## src/sv/fpba_pkg.sv

```systemverilog
package fpba_pkg;

    localparam int BLOCKS    = 32;
    localparam int SIZE_BITS = 16;

    localparam int IDX_W = $clog2(BLOCKS);
    localparam int CNT_W = $clog2(BLOCKS + 1);

    // stream field widths
    localparam int KIND_W   = 2;
    localparam int TDATA_W  = ((IDX_W + SIZE_BITS + 7) / 8) * 8;
    localparam int TPAD_W   = TDATA_W - IDX_W - SIZE_BITS;

    // configuration port
    localparam int CFG_IDX_W  = 1;
    localparam int CFG_DATA_W = 6;
    localparam int MODE_W     = 2;

    localparam logic [CFG_IDX_W-1:0] REG_FIT_MODE    = 1'd0;
    localparam logic [CFG_IDX_W-1:0] REG_BLOCK_COUNT = 1'd1;

    localparam logic [CFG_DATA_W-1:0] BLOCK_COUNT_RESET = CFG_DATA_W'(BLOCKS);

    localparam logic [KIND_W-1:0] KIND_LOAD    = 2'd0;
    localparam logic [KIND_W-1:0] KIND_REQUEST = 2'd1;
    localparam logic [KIND_W-1:0] KIND_READ    = 2'd2;

    localparam logic [MODE_W-1:0] MODE_FIRST = 2'd0;
    localparam logic [MODE_W-1:0] MODE_BEST  = 2'd1;
    localparam logic [MODE_W-1:0] MODE_NEXT  = 2'd2;
    localparam logic [MODE_W-1:0] MODE_WORST = 2'd3;

    typedef struct packed {
        logic                 wr_en;
        logic [IDX_W-1:0]     wr_addr;
        logic [SIZE_BITS-1:0] wr_data;
        logic                 rd_en;
        logic [IDX_W-1:0]     rd_addr;
    } tbl_req_t;

endpackage

```

## src/sv/fit_policy_block_allocator.sv

```systemverilog
// Block allocator with selectable fit policy (first, best, next, worst).
//
// Input stream s_*: tuser carries the item kind (load, request, read), tdata
// the block index and size. Output stream m_*: tuser is the grant flag, tdata
// the chosen block and its remaining free size. Exactly one result per item.
// Config channel cfg_*: index 0 sets the policy, index 1 the live block count
// (saturated to 32); write only while the block is idle. cfg_ready is always
// high.
//
// Sequence: a load or a rejected item goes straight to the result state, and a
// read passes through a table read first. A request runs the start-wrap step,
// scans the live blocks and, when granted, writes back the chosen block; first
// and next fit stop the scan once a block fits.
// One item is in the sequencer at a time; s_tready is high only while it is
// idle, and the next item can be taken in the cycle after a result moves out.
//
// Reset clears the sequencer, the next-fit pointer and the config (first fit,
// 32 blocks). The size table is not cleared: load a block before using it.
// A stalled receiver holds the result in the output register; the sequencer
// can finish the next item and waits with it until that register drains.
module fit_policy_block_allocator
    import fpba_pkg::*;
(
    input  logic                  clk,
    input  logic                  rst_n,
    input  logic                  s_tvalid,
    output logic                  s_tready,
    input  logic [TDATA_W-1:0]    s_tdata,   // [4:0] block_index, [20:5] size
    input  logic [KIND_W-1:0]     s_tuser,   // [1:0] kind
    output logic                  m_tvalid,
    input  logic                  m_tready,
    output logic [TDATA_W-1:0]    m_tdata,   // [4:0] chosen_block, [20:5] remaining
    output logic                  m_tuser,   // [0] granted
    input  logic                  cfg_valid,
    output logic                  cfg_ready,
    input  logic [CFG_IDX_W-1:0]  cfg_index,
    input  logic [CFG_DATA_W-1:0] cfg_data
);

    logic [MODE_W-1:0]     fit_mode_reg;
    logic [CFG_DATA_W-1:0] block_count_reg;
    logic [CNT_W-1:0]      live_count;

    logic                  res_valid, res_ready;
    logic                  res_granted;
    logic [IDX_W-1:0]      res_block;
    logic [SIZE_BITS-1:0]  res_remaining;

    logic                  out_valid_reg;
    logic                  out_granted_reg;
    logic [IDX_W-1:0]      out_block_reg;
    logic [SIZE_BITS-1:0]  out_rem_reg;

    tbl_req_t              tbl_req;
    logic [SIZE_BITS-1:0]  tbl_rd_data;

    assign cfg_ready = 1'b1;

    always_ff @(posedge clk or negedge rst_n)
    begin
        if (!rst_n)
        begin
            fit_mode_reg    <= MODE_FIRST;
            block_count_reg <= BLOCK_COUNT_RESET;
        end
        else if (cfg_valid)
        begin
            unique case (cfg_index)
                REG_FIT_MODE:    fit_mode_reg    <= cfg_data[MODE_W-1:0];
                REG_BLOCK_COUNT: block_count_reg <= cfg_data;
                default:
                begin
                end
            endcase
        end
    end

    assign live_count = (block_count_reg > CFG_DATA_W'(BLOCKS))
                        ? CNT_W'(BLOCKS) : CNT_W'(block_count_reg);

    fpba_ctrl u_ctrl (
        .clk           (clk),
        .rst_n         (rst_n),
        .in_valid      (s_tvalid),
        .in_ready      (s_tready),
        .in_kind       (s_tuser),
        .in_index      (s_tdata[IDX_W-1:0]),
        .in_size       (s_tdata[IDX_W +: SIZE_BITS]),
        .fit_mode      (fit_mode_reg),
        .live_count    (live_count),
        .res_valid     (res_valid),
        .res_ready     (res_ready),
        .res_granted   (res_granted),
        .res_block     (res_block),
        .res_remaining (res_remaining),
        .tbl_req       (tbl_req),
        .tbl_rd_data   (tbl_rd_data)
    );

    fpba_table u_table (
        .clk     (clk),
        .req     (tbl_req),
        .rd_data (tbl_rd_data)
    );

    // output register: loads whenever empty or draining this cycle
    assign res_ready = !out_valid_reg || m_tready;

    always_ff @(posedge clk or negedge rst_n)
    begin
        if (!rst_n)
        begin
            out_valid_reg <= 1'b0;
        end
        else if (res_ready)
        begin
            out_valid_reg <= res_valid;
        end
    end

    always_ff @(posedge clk)
    begin
        if (res_ready && res_valid)
        begin
            out_granted_reg <= res_granted;
            out_block_reg   <= res_block;
            out_rem_reg     <= res_remaining;
        end
    end

    assign m_tvalid = out_valid_reg;
    assign m_tuser  = out_granted_reg;
    assign m_tdata  = {{TPAD_W{1'b0}}, out_rem_reg, out_block_reg};

endmodule

```

## src/sv/fpba_table.sv

```systemverilog
module fpba_table
    import fpba_pkg::*;
(
    input  logic                 clk,
    input  tbl_req_t             req,
    output logic [SIZE_BITS-1:0] rd_data
);

    logic [SIZE_BITS-1:0] mem [BLOCKS];
    logic [SIZE_BITS-1:0] rd_data_reg;

    always_ff @(posedge clk)
    begin
        if (req.wr_en)
        begin
            mem[req.wr_addr] <= req.wr_data;
        end
        if (req.rd_en)
        begin
            rd_data_reg <= mem[req.rd_addr];
        end
    end

    assign rd_data = rd_data_reg;

endmodule

```

## src/sv/fpba_ctrl.sv

```systemverilog
module fpba_ctrl
    import fpba_pkg::*;
(
    input  logic                 clk,
    input  logic                 rst_n,
    // item in
    input  logic                 in_valid,
    output logic                 in_ready,
    input  logic [KIND_W-1:0]    in_kind,
    input  logic [IDX_W-1:0]     in_index,
    input  logic [SIZE_BITS-1:0] in_size,
    // configuration
    input  logic [MODE_W-1:0]    fit_mode,
    input  logic [CNT_W-1:0]     live_count,
    // result out
    output logic                 res_valid,
    input  logic                 res_ready,
    output logic                 res_granted,
    output logic [IDX_W-1:0]     res_block,
    output logic [SIZE_BITS-1:0] res_remaining,
    // table port
    output tbl_req_t             tbl_req,
    input  logic [SIZE_BITS-1:0] tbl_rd_data
);

    localparam logic [2:0] ST_IDLE   = 3'd0;
    localparam logic [2:0] ST_READ   = 3'd1;
    localparam logic [2:0] ST_MOD    = 3'd2;
    localparam logic [2:0] ST_SCAN   = 3'd3;
    localparam logic [2:0] ST_WRITE  = 3'd4;
    localparam logic [2:0] ST_RESULT = 3'd5;

    logic [2:0]           state_reg, state_next;
    logic [SIZE_BITS-1:0] size_reg, size_next;
    logic [IDX_W-1:0]     idx_reg, idx_next;
    logic [CNT_W-1:0]     n_reg, n_next;
    logic [IDX_W-1:0]     next_start_reg, next_start_next;
    logic [IDX_W-1:0]     k_reg, k_next;
    logic [CNT_W-1:0]     issue_cnt_reg, issue_cnt_next;
    logic                 pend_reg, pend_next;
    logic [IDX_W-1:0]     pend_idx_reg, pend_idx_next;
    logic                 found_reg, found_next;
    logic [IDX_W-1:0]     best_idx_reg, best_idx_next;
    logic [SIZE_BITS-1:0] best_val_reg, best_val_next;
    logic                 res_granted_reg, res_granted_next;
    logic [IDX_W-1:0]     res_block_reg, res_block_next;
    logic [SIZE_BITS-1:0] res_rem_reg, res_rem_next;

    logic                 early_stop;
    logic                 fits;
    logic                 better;
    logic [CNT_W-1:0]     k_inc;
    logic [CNT_W-1:0]     start_diff;
    logic [SIZE_BITS-1:0] new_size;

    assign early_stop = (fit_mode == MODE_FIRST) || (fit_mode == MODE_NEXT);
    assign fits       = tbl_rd_data >= size_reg;
    assign better     = !found_reg
                        || ((fit_mode == MODE_BEST)  && (tbl_rd_data < best_val_reg))
                        || ((fit_mode == MODE_WORST) && (tbl_rd_data > best_val_reg));
    assign k_inc      = {1'b0, k_reg} + CNT_W'(1);
    assign start_diff = {1'b0, k_reg} - n_reg;
    assign new_size   = best_val_reg - size_reg;

    always_comb
    begin
        state_next       = state_reg;
        size_next        = size_reg;
        idx_next         = idx_reg;
        n_next           = n_reg;
        next_start_next  = next_start_reg;
        k_next           = k_reg;
        issue_cnt_next   = issue_cnt_reg;
        pend_next        = 1'b0;
        pend_idx_next    = pend_idx_reg;
        found_next       = found_reg;
        best_idx_next    = best_idx_reg;
        best_val_next    = best_val_reg;
        res_granted_next = res_granted_reg;
        res_block_next   = res_block_reg;
        res_rem_next     = res_rem_reg;
        tbl_req          = '0;
        in_ready         = 1'b0;
        res_valid        = 1'b0;

        unique case (state_reg)
            ST_IDLE:
            begin
                in_ready = 1'b1;
                if (in_valid)
                begin
                    size_next        = in_size;
                    idx_next         = in_index;
                    n_next           = live_count;
                    res_granted_next = 1'b0;
                    res_block_next   = '0;
                    res_rem_next     = '0;
                    state_next       = ST_RESULT;
                    case (in_kind)
                        KIND_LOAD:
                        begin
                            if ({1'b0, in_index} < live_count)
                            begin
                                tbl_req.wr_en    = 1'b1;
                                tbl_req.wr_addr  = in_index;
                                tbl_req.wr_data  = in_size;
                                next_start_next  = '0;
                                res_granted_next = 1'b1;
                                res_block_next   = in_index;
                                res_rem_next     = in_size;
                            end
                        end
                        KIND_READ:
                        begin
                            if ({1'b0, in_index} < live_count)
                            begin
                                tbl_req.rd_en   = 1'b1;
                                tbl_req.rd_addr = in_index;
                                state_next      = ST_READ;
                            end
                        end
                        KIND_REQUEST:
                        begin
                            if (live_count != '0)
                            begin
                                k_next     = next_start_reg;
                                state_next = ST_MOD;
                            end
                        end
                        default:
                        begin
                        end
                    endcase
                end
            end

            ST_READ:
            begin
                res_granted_next = 1'b1;
                res_block_next   = idx_reg;
                res_rem_next     = tbl_rd_data;
                state_next       = ST_RESULT;
            end

            // bring a working copy of the next-fit start below the live count;
            // the pointer itself moves on a next-fit grant and is cleared by a load
            ST_MOD:
            begin
                if ({1'b0, k_reg} >= n_reg)
                begin
                    k_next = start_diff[IDX_W-1:0];
                end
                else
                begin
                    k_next         = (fit_mode == MODE_NEXT) ? k_reg : '0;
                    issue_cnt_next = '0;
                    found_next     = 1'b0;
                    state_next     = ST_SCAN;
                end
            end

            // one read issued and one entry compared per cycle
            ST_SCAN:
            begin
                if ((issue_cnt_reg != n_reg) && !(early_stop && found_reg))
                begin
                    tbl_req.rd_en  = 1'b1;
                    tbl_req.rd_addr = k_reg;
                    pend_next      = 1'b1;
                    pend_idx_next  = k_reg;
                    issue_cnt_next = issue_cnt_reg + CNT_W'(1);
                    k_next         = (k_inc == n_reg) ? '0 : k_inc[IDX_W-1:0];
                end
                if (pend_reg && !(early_stop && found_reg) && fits && better)
                begin
                    found_next    = 1'b1;
                    best_idx_next = pend_idx_reg;
                    best_val_next = tbl_rd_data;
                end
                if (!pend_reg && ((issue_cnt_reg == n_reg) || (early_stop && found_reg)))
                begin
                    state_next = found_reg ? ST_WRITE : ST_RESULT;
                end
            end

            ST_WRITE:
            begin
                tbl_req.wr_en    = 1'b1;
                tbl_req.wr_addr  = best_idx_reg;
                tbl_req.wr_data  = new_size;
                if (fit_mode == MODE_NEXT)
                begin
                    next_start_next = best_idx_reg;
                end
                res_granted_next = 1'b1;
                res_block_next   = best_idx_reg;
                res_rem_next     = new_size;
                state_next       = ST_RESULT;
            end

            ST_RESULT:
            begin
                res_valid = 1'b1;
                if (res_ready)
                begin
                    state_next = ST_IDLE;
                end
            end

            default:
            begin
                state_next = ST_IDLE;
            end
        endcase
    end

    always_ff @(posedge clk or negedge rst_n)
    begin
        if (!rst_n)
        begin
            state_reg      <= ST_IDLE;
            next_start_reg <= '0;
            pend_reg       <= 1'b0;
            found_reg      <= 1'b0;
            issue_cnt_reg  <= '0;
            n_reg          <= '0;
        end
        else
        begin
            state_reg      <= state_next;
            next_start_reg <= next_start_next;
            pend_reg       <= pend_next;
            found_reg      <= found_next;
            issue_cnt_reg  <= issue_cnt_next;
            n_reg          <= n_next;
        end
    end

    always_ff @(posedge clk)
    begin
        size_reg        <= size_next;
        idx_reg         <= idx_next;
        k_reg           <= k_next;
        pend_idx_reg    <= pend_idx_next;
        best_idx_reg    <= best_idx_next;
        best_val_reg    <= best_val_next;
        res_granted_reg <= res_granted_next;
        res_block_reg   <= res_block_next;
        res_rem_reg     <= res_rem_next;
    end

    assign res_granted   = res_granted_reg;
    assign res_block     = res_block_reg;
    assign res_remaining = res_rem_reg;

`ifndef ASSERT_OFF
    a_issue_bound: assert property (@(posedge clk) disable iff (!rst_n)
        (state_reg == ST_SCAN) |-> (issue_cnt_reg <= n_reg))
        else $error("scan issued more reads than live blocks");

    a_pick_in_range: assert property (@(posedge clk) disable iff (!rst_n)
        ((state_reg == ST_SCAN) && found_reg) |-> ({1'b0, best_idx_reg} < n_reg))
        else $error("picked block outside live range");

    a_write_then_result: assert property (@(posedge clk) disable iff (!rst_n)
        (state_reg == ST_WRITE) |=> (state_reg == ST_RESULT) && res_granted_reg)
        else $error("write-back not followed by granted result");

    a_ready_only_idle: assert property (@(posedge clk) disable iff (!rst_n)
        in_ready |-> !res_valid && !pend_reg)
        else $error("input taken while an item is in flight");
`endif

endmodule
```

## config.mk

```make
export PLATFORM = sky130hd
export DESIGN_NAME = fit_policy_block_allocator
export DESIGN_NICKNAME = d
export VERILOG_FILES = /design/src/sv/fpba_pkg.sv /design/src/sv/fit_policy_block_allocator.sv /design/src/sv/fpba_table.sv /design/src/sv/fpba_ctrl.sv
export SDC_FILE = /design/constraint.sdc
export NUM_CORES = 1
export LEC_CHECK = 0
export ABC_AREA = 0
export BUFFER_PORTS_ARGS = -buffer_cell sky130_fd_sc_hd__buf_2
export CORE_MARGIN = 2
export CORE_UTILIZATION = 50
export DETAILED_ROUTE_END_ITERATION = 16
export PLACE_DENSITY = 0.73
export SLEW_MARGIN = 20
export SYNTH_ARGS = -nofsm -noshare
export SYNTH_HDL_FRONTEND = slang
export SYNTH_SLANG_ARGS = --single-unit
export TNS_END_PERCENT = 100
```

## constraint.sdc

```tcl
create_clock -name clk -period 6.88 [get_ports clk]
set_input_delay 1.376 -clock clk [delete_from_list [all_inputs] [get_ports clk]]
set_output_delay 1.376 -clock clk [all_outputs]
set_load 0.05 [all_outputs]
```

---- After elaboration in Yosys (flattened, before gate mapping) ----
Memories as Yosys holds them, arrays and structs flattened. A register that Yosys moved wholly into a read port is not among the register bits.
Cells that the tools add are included.
storage, ports and cells
  register bits ........................... 127
  latch bits .............................. 0
  memory bits (writable) .................. 512
  bits in read-only memories .............. 0
  bits of input ports ..................... 38
  output and inout port bits .............. 28
  memories ................................ 1
cells by class
  add/sub/neg operators ................... 4
  $mul .................................... 0
  div/mod/pow operators ................... 0
  magnitude comparators ................... 6
  equality and inequality tests ........... 25
  shift operators ......................... 0
  multiplexer cells ....................... 55
  bitwise operators ....................... 1
  reduce and logical (&&, ||, !) cells .... 40
memories
  memory       depth  bits a word  rd ports  clocked after Yosys merged registers in  wr ports  line             source
  u_table.mem  32     16           1         1                                        1         fpba_table.sv:9  logic [SIZE_BITS-1:0] mem [BLOCKS];
operators with widths
  kind                                            count
  2-to-1 mux 5 bit                                14
  2-to-1 mux 16 bit                               3
  one-hot mux 16 bit (3 select lines)             1
  2-to-1 mux 22 bit                               2
  one-hot mux 22 bit (2 select lines)             1
  2-to-1 mux 6 bit                                6
  one-hot mux 5 bit (3 select lines)              2
  2-to-1 mux 28 bit                               1
  one-hot mux 6 bit (2 select lines)              2
  2-to-1 mux 3 bit                                6
  >= comparator 16 bit                            1
  > comparator 16 bit                             1
  less-than comparator 16 bit                     1
  subtractor 16 bit                               1
  one-hot mux 3 bit (5 select lines)              1
  AND reduction 2 bit                             7
  equality test 6 bit                             2
  2-to-1 mux 1 bit                                12
  != test 2 x 1 -> 1 bit (second input constant)  6
  != test 2 bit (second input constant)           5
  one-hot mux 5 bit (2 select lines)              1
  logical AND 1 bit                               9
  adder 5 x 1 -> 6 bit (second input constant)    1
  adder 6 x 1 -> 6 bit (second input constant)    1
  other kinds (26)                                44

---- Longest topological paths before layout ----
  depth after elaboration ................. 9
  gate-level depth with buffers ........... 14

---- By module ----
From an unflattened synthesis, not the netlist that was laid out.
second synthesis, totals
  cell total of the unflattened synthesis .. 1770
  area total of the unflattened synthesis .. 27868.0 µm²
by module, submodules not included
  module                      times used  cells an instance  area each (µm²)
  fpba_table                  1           1143               20694.8
  fpba_ctrl                   1           571                6069.6
  fit_policy_block_allocator  1           56                 1103.6

---- Worst setup path after synthesis ----
Ideal clock, no wire load.
  path type ............................... input port to flip-flop
  start ................................... input s_tdata[3]
  end ..................................... memory u_table.mem[0][9], data pin
  setup time .............................. 0.454 ns
  arrival ................................. 3.840 ns
  slack ................................... 2.586 ns
  stages on the path ...................... 8
  cells stage by stage .................... ha_1 -> a211oi_1 -> o32ai_1 -> nor3_2 -> clkbuf_1 -> buf_1 -> nand2_1 -> o21ai_0
RTL lines
  element          line                              source
  start, declared  fit_policy_block_allocator.sv:28  input logic [TDATA_W-1:0] s_tdata,
  end, declared    fpba_table.sv:9

---- Final worst setup path ----
  start ................................... register u_ctrl.state_reg[2]
  end ..................................... register u_table.rd_data_reg[0], in the netlist u_table.rd_data[0] (read register of u_table.mem), data pin
between the ends
  cells in the longest elaborated chain, start to end .. 2
RTL lines
  element                                                            line              source
  start, declared                                                    fpba_ctrl.sv:33   logic [2:0] state_reg, state_next;
  start signal, assigned                                             fpba_ctrl.sv:230  state_reg <= state_next;
  equality test 3 x 2 -> 1 bit or logical NOT 3 bit (tied branches)  fpba_ctrl.sv:86   unique case (state_reg)
  one-hot mux 6 bit (2 select lines) *                               fpba_ctrl.sv:86
  end, declared                                                      fpba_table.sv:10  logic [SIZE_BITS-1:0] rd_data_reg;
Every way passes the cells marked *; elsewhere a longest branch is shown, timed or not.
A chain may end at the register's enable or synchronous reset.

==> metrics.cfg <==
[route]
dr_total_vias=17552
drt-pass1-iter-count=6
post-route-drc-count=0
drtIter0Drc=2206
avgRoutedWirePerCell_um=23.3
postRouteAntennaNets=0
wl_um=66700
via_per_inst=6.15

[power_and_ir_drop]
vdd_drop_max_mv=0.211
p_leak_nw=11.2
p_per_area_mw_per_mm2=340

[cts]
postCtsSetupRepairBufs=0
clockRootBuffer=clkbuf_16
numClockSinks=655
ctsHoldBuffers=0
cts_resized=0
cts_buffers=67
clockBufferDepth=3
clk_latency_ps=600
htree_levels=3
clk_pin_slew_worst_paths_ps=60
cts_tree=built

[placement]
gp_congestion=0.895
dp_hpwl_um=41800
place_area_sq_mm=0.0288
dp_worst_setup_slack_ps=1500
port_buffers=58

[sta]
worst-slew-pin-transition_ps=1210
slew_headroom_pct=19.1
layout_setup_ws_ps=1950
fin_crit_ps=4930
hold_violations=0
rsz0062_at_grt=false
skew_ps=23.9
timing.fmax_ghz=0.203
setup_viol=0
tns_ps=0
maxSlewViolCount=0
finalCritPeriodShare_pct=71.7

[worst_setup_path]
critPathRequiredTime_ps=7190
critical_path_class=reg2reg
critical_path.max_fanout=64
cp-startpoint=u_ctrl.state_reg[2]
critPathLaunchType=flop
r2r_start=u_ctrl.state_reg[2]
crit_path_end_kind=flop
arrival_ps=5240

[floorplanning]
start_util_pct=50.4
die-area_sq_mm=0.0573
core_sq_mm=0.0549
ios=66
die_w_um=239
rows=86
die_h_um=239

[synth]
synth_edf_count=624
synthFlopType=edfxtp_1
ys_ff_latch=655
synth_cell_types=80
syn_inst=2025
yosysWarnings=0
syn_area_per_cell_sq_um=13.7
yosysSeqAreaShare_pct=70.5
synth_area_sq_mm=0.0277
synth-async-reset-ratio_pct=4.73

[layout]
layout.nets=2206
largest_register_ffs=512
final_common_cell=edfxtp_1
antenna_cells=0
design_area_sq_mm=0.0310
utilization_pct=56.5
layout-drive-gt1-share_pct=12.4
final_cell_mix=edfxtp_1, nand2_1, a21oi_1
regMostFlops=u_table.mem
syn_to_final_growth_pct=12.0

[min_path]
hp-start=u_ctrl.res_block[2]
hold_path_class=reg2reg

[global_route]
grt_overflow=0
grt_pass1_wl_um=102000
antenna_found_initial=1
grt_max_degree=106
grtUsageTotal_pct=23.6
grt_pass1_vias=17251

[job]
drv_cap=0

[status]
status=completed

final cells by class:
cell class	count	area (sq um)
Multi-Input combinational cell	1201	7440
Timing Repair Buffer	120	817
Tap cell	704	881
Clock inverter	33	340
Clock buffer	83	1790
Fill cell	4214	23900
Inverter	60	228
Sequential cell	655	19500
report_power, final:
part / switching (mW) / internal [mW]
Clock: 1.45 / 2.10
Sequential: 0.153 / 5.01
Combinational: 1.32 / 0.507
Total: 2.93 / 7.62
logic make-up after synthesis:
kind of cell	count (synthesis)	share of synthesized area [%]
multiplexers	28	1.13
buffers and inverters	171	2.87
XOR/XNOR	29	0.918
other	2	0.0271
adder cells (fa/ha/maj)	63	2.90
AO/OA/AOI/OAI	486	12.4
flip-flops	655	70.5
AND/OR/NAND/NOR	591	9.26
cell usage after synthesis, types with 24 or more instances:
cell	n	area, sq um
edfxtp_1	624	18700
dfrtp_1	30	751
o22ai_1	43	269
ha_1	61	763
a21o_1	24	180
a32oi_1	92	806
nand2_1	418	1570
inv_1	57	214
a21oi_1	140	701
buf_2	45	225
o21ai_0	43	215
clkbuf_1	34	128
nor2_1	61	229
stage by stage:
step,hold slack [ps],cells,power [mW]
6_report,417,2856,10.5
5_1_grt,429,2856,11.0
4_1_cts,418,2854,10.6
3_5_place_dp,405,2738,7.04
3_3_place_gp,401,2738,6.98
2_1_floorplan,400,2027,6.39
routing by layer:
metal | share of wire (%) | global-route usage, %
met1 | 40 | 31.6
met5 | 0.027 | 0
met3 | 8.0 | 3.91
met2 | 47 | 37.5
met4 | 4.7 | 11.9
final timing paths:
| kind | to | slack (ps) | depth (start not counted) |
|---|---|---|---|
| max in group asynchronous | u_ctrl.n_reg[2] | 5560 | 1 |
| setup / recovery | u_table.rd_data[0] | 1950 | 11 |
| hold reg to reg | out_block_reg[2] | 420 | 0 |
| setup reg to reg | u_table.rd_data[0] | 1950 | 11 |
| min in group asynchronous | u_ctrl.issue_cnt_reg[5] | 840 | 1 |
| hold / removal | out_block_reg[2] | 420 | 0 |
worst max-delay path, cell delays in order (launching register included):
cell and delay [ps]:
dfrtp_1 790, nor3_2 140, nand2_1 400, inv_2 380, and2_1 330, nand3_1 140
and2_4 580, buf_4 680, nand2_1 110, a32oi_1 280, o22ai_1 200, nor4_1 530
(Power assumes the default switching activity.)
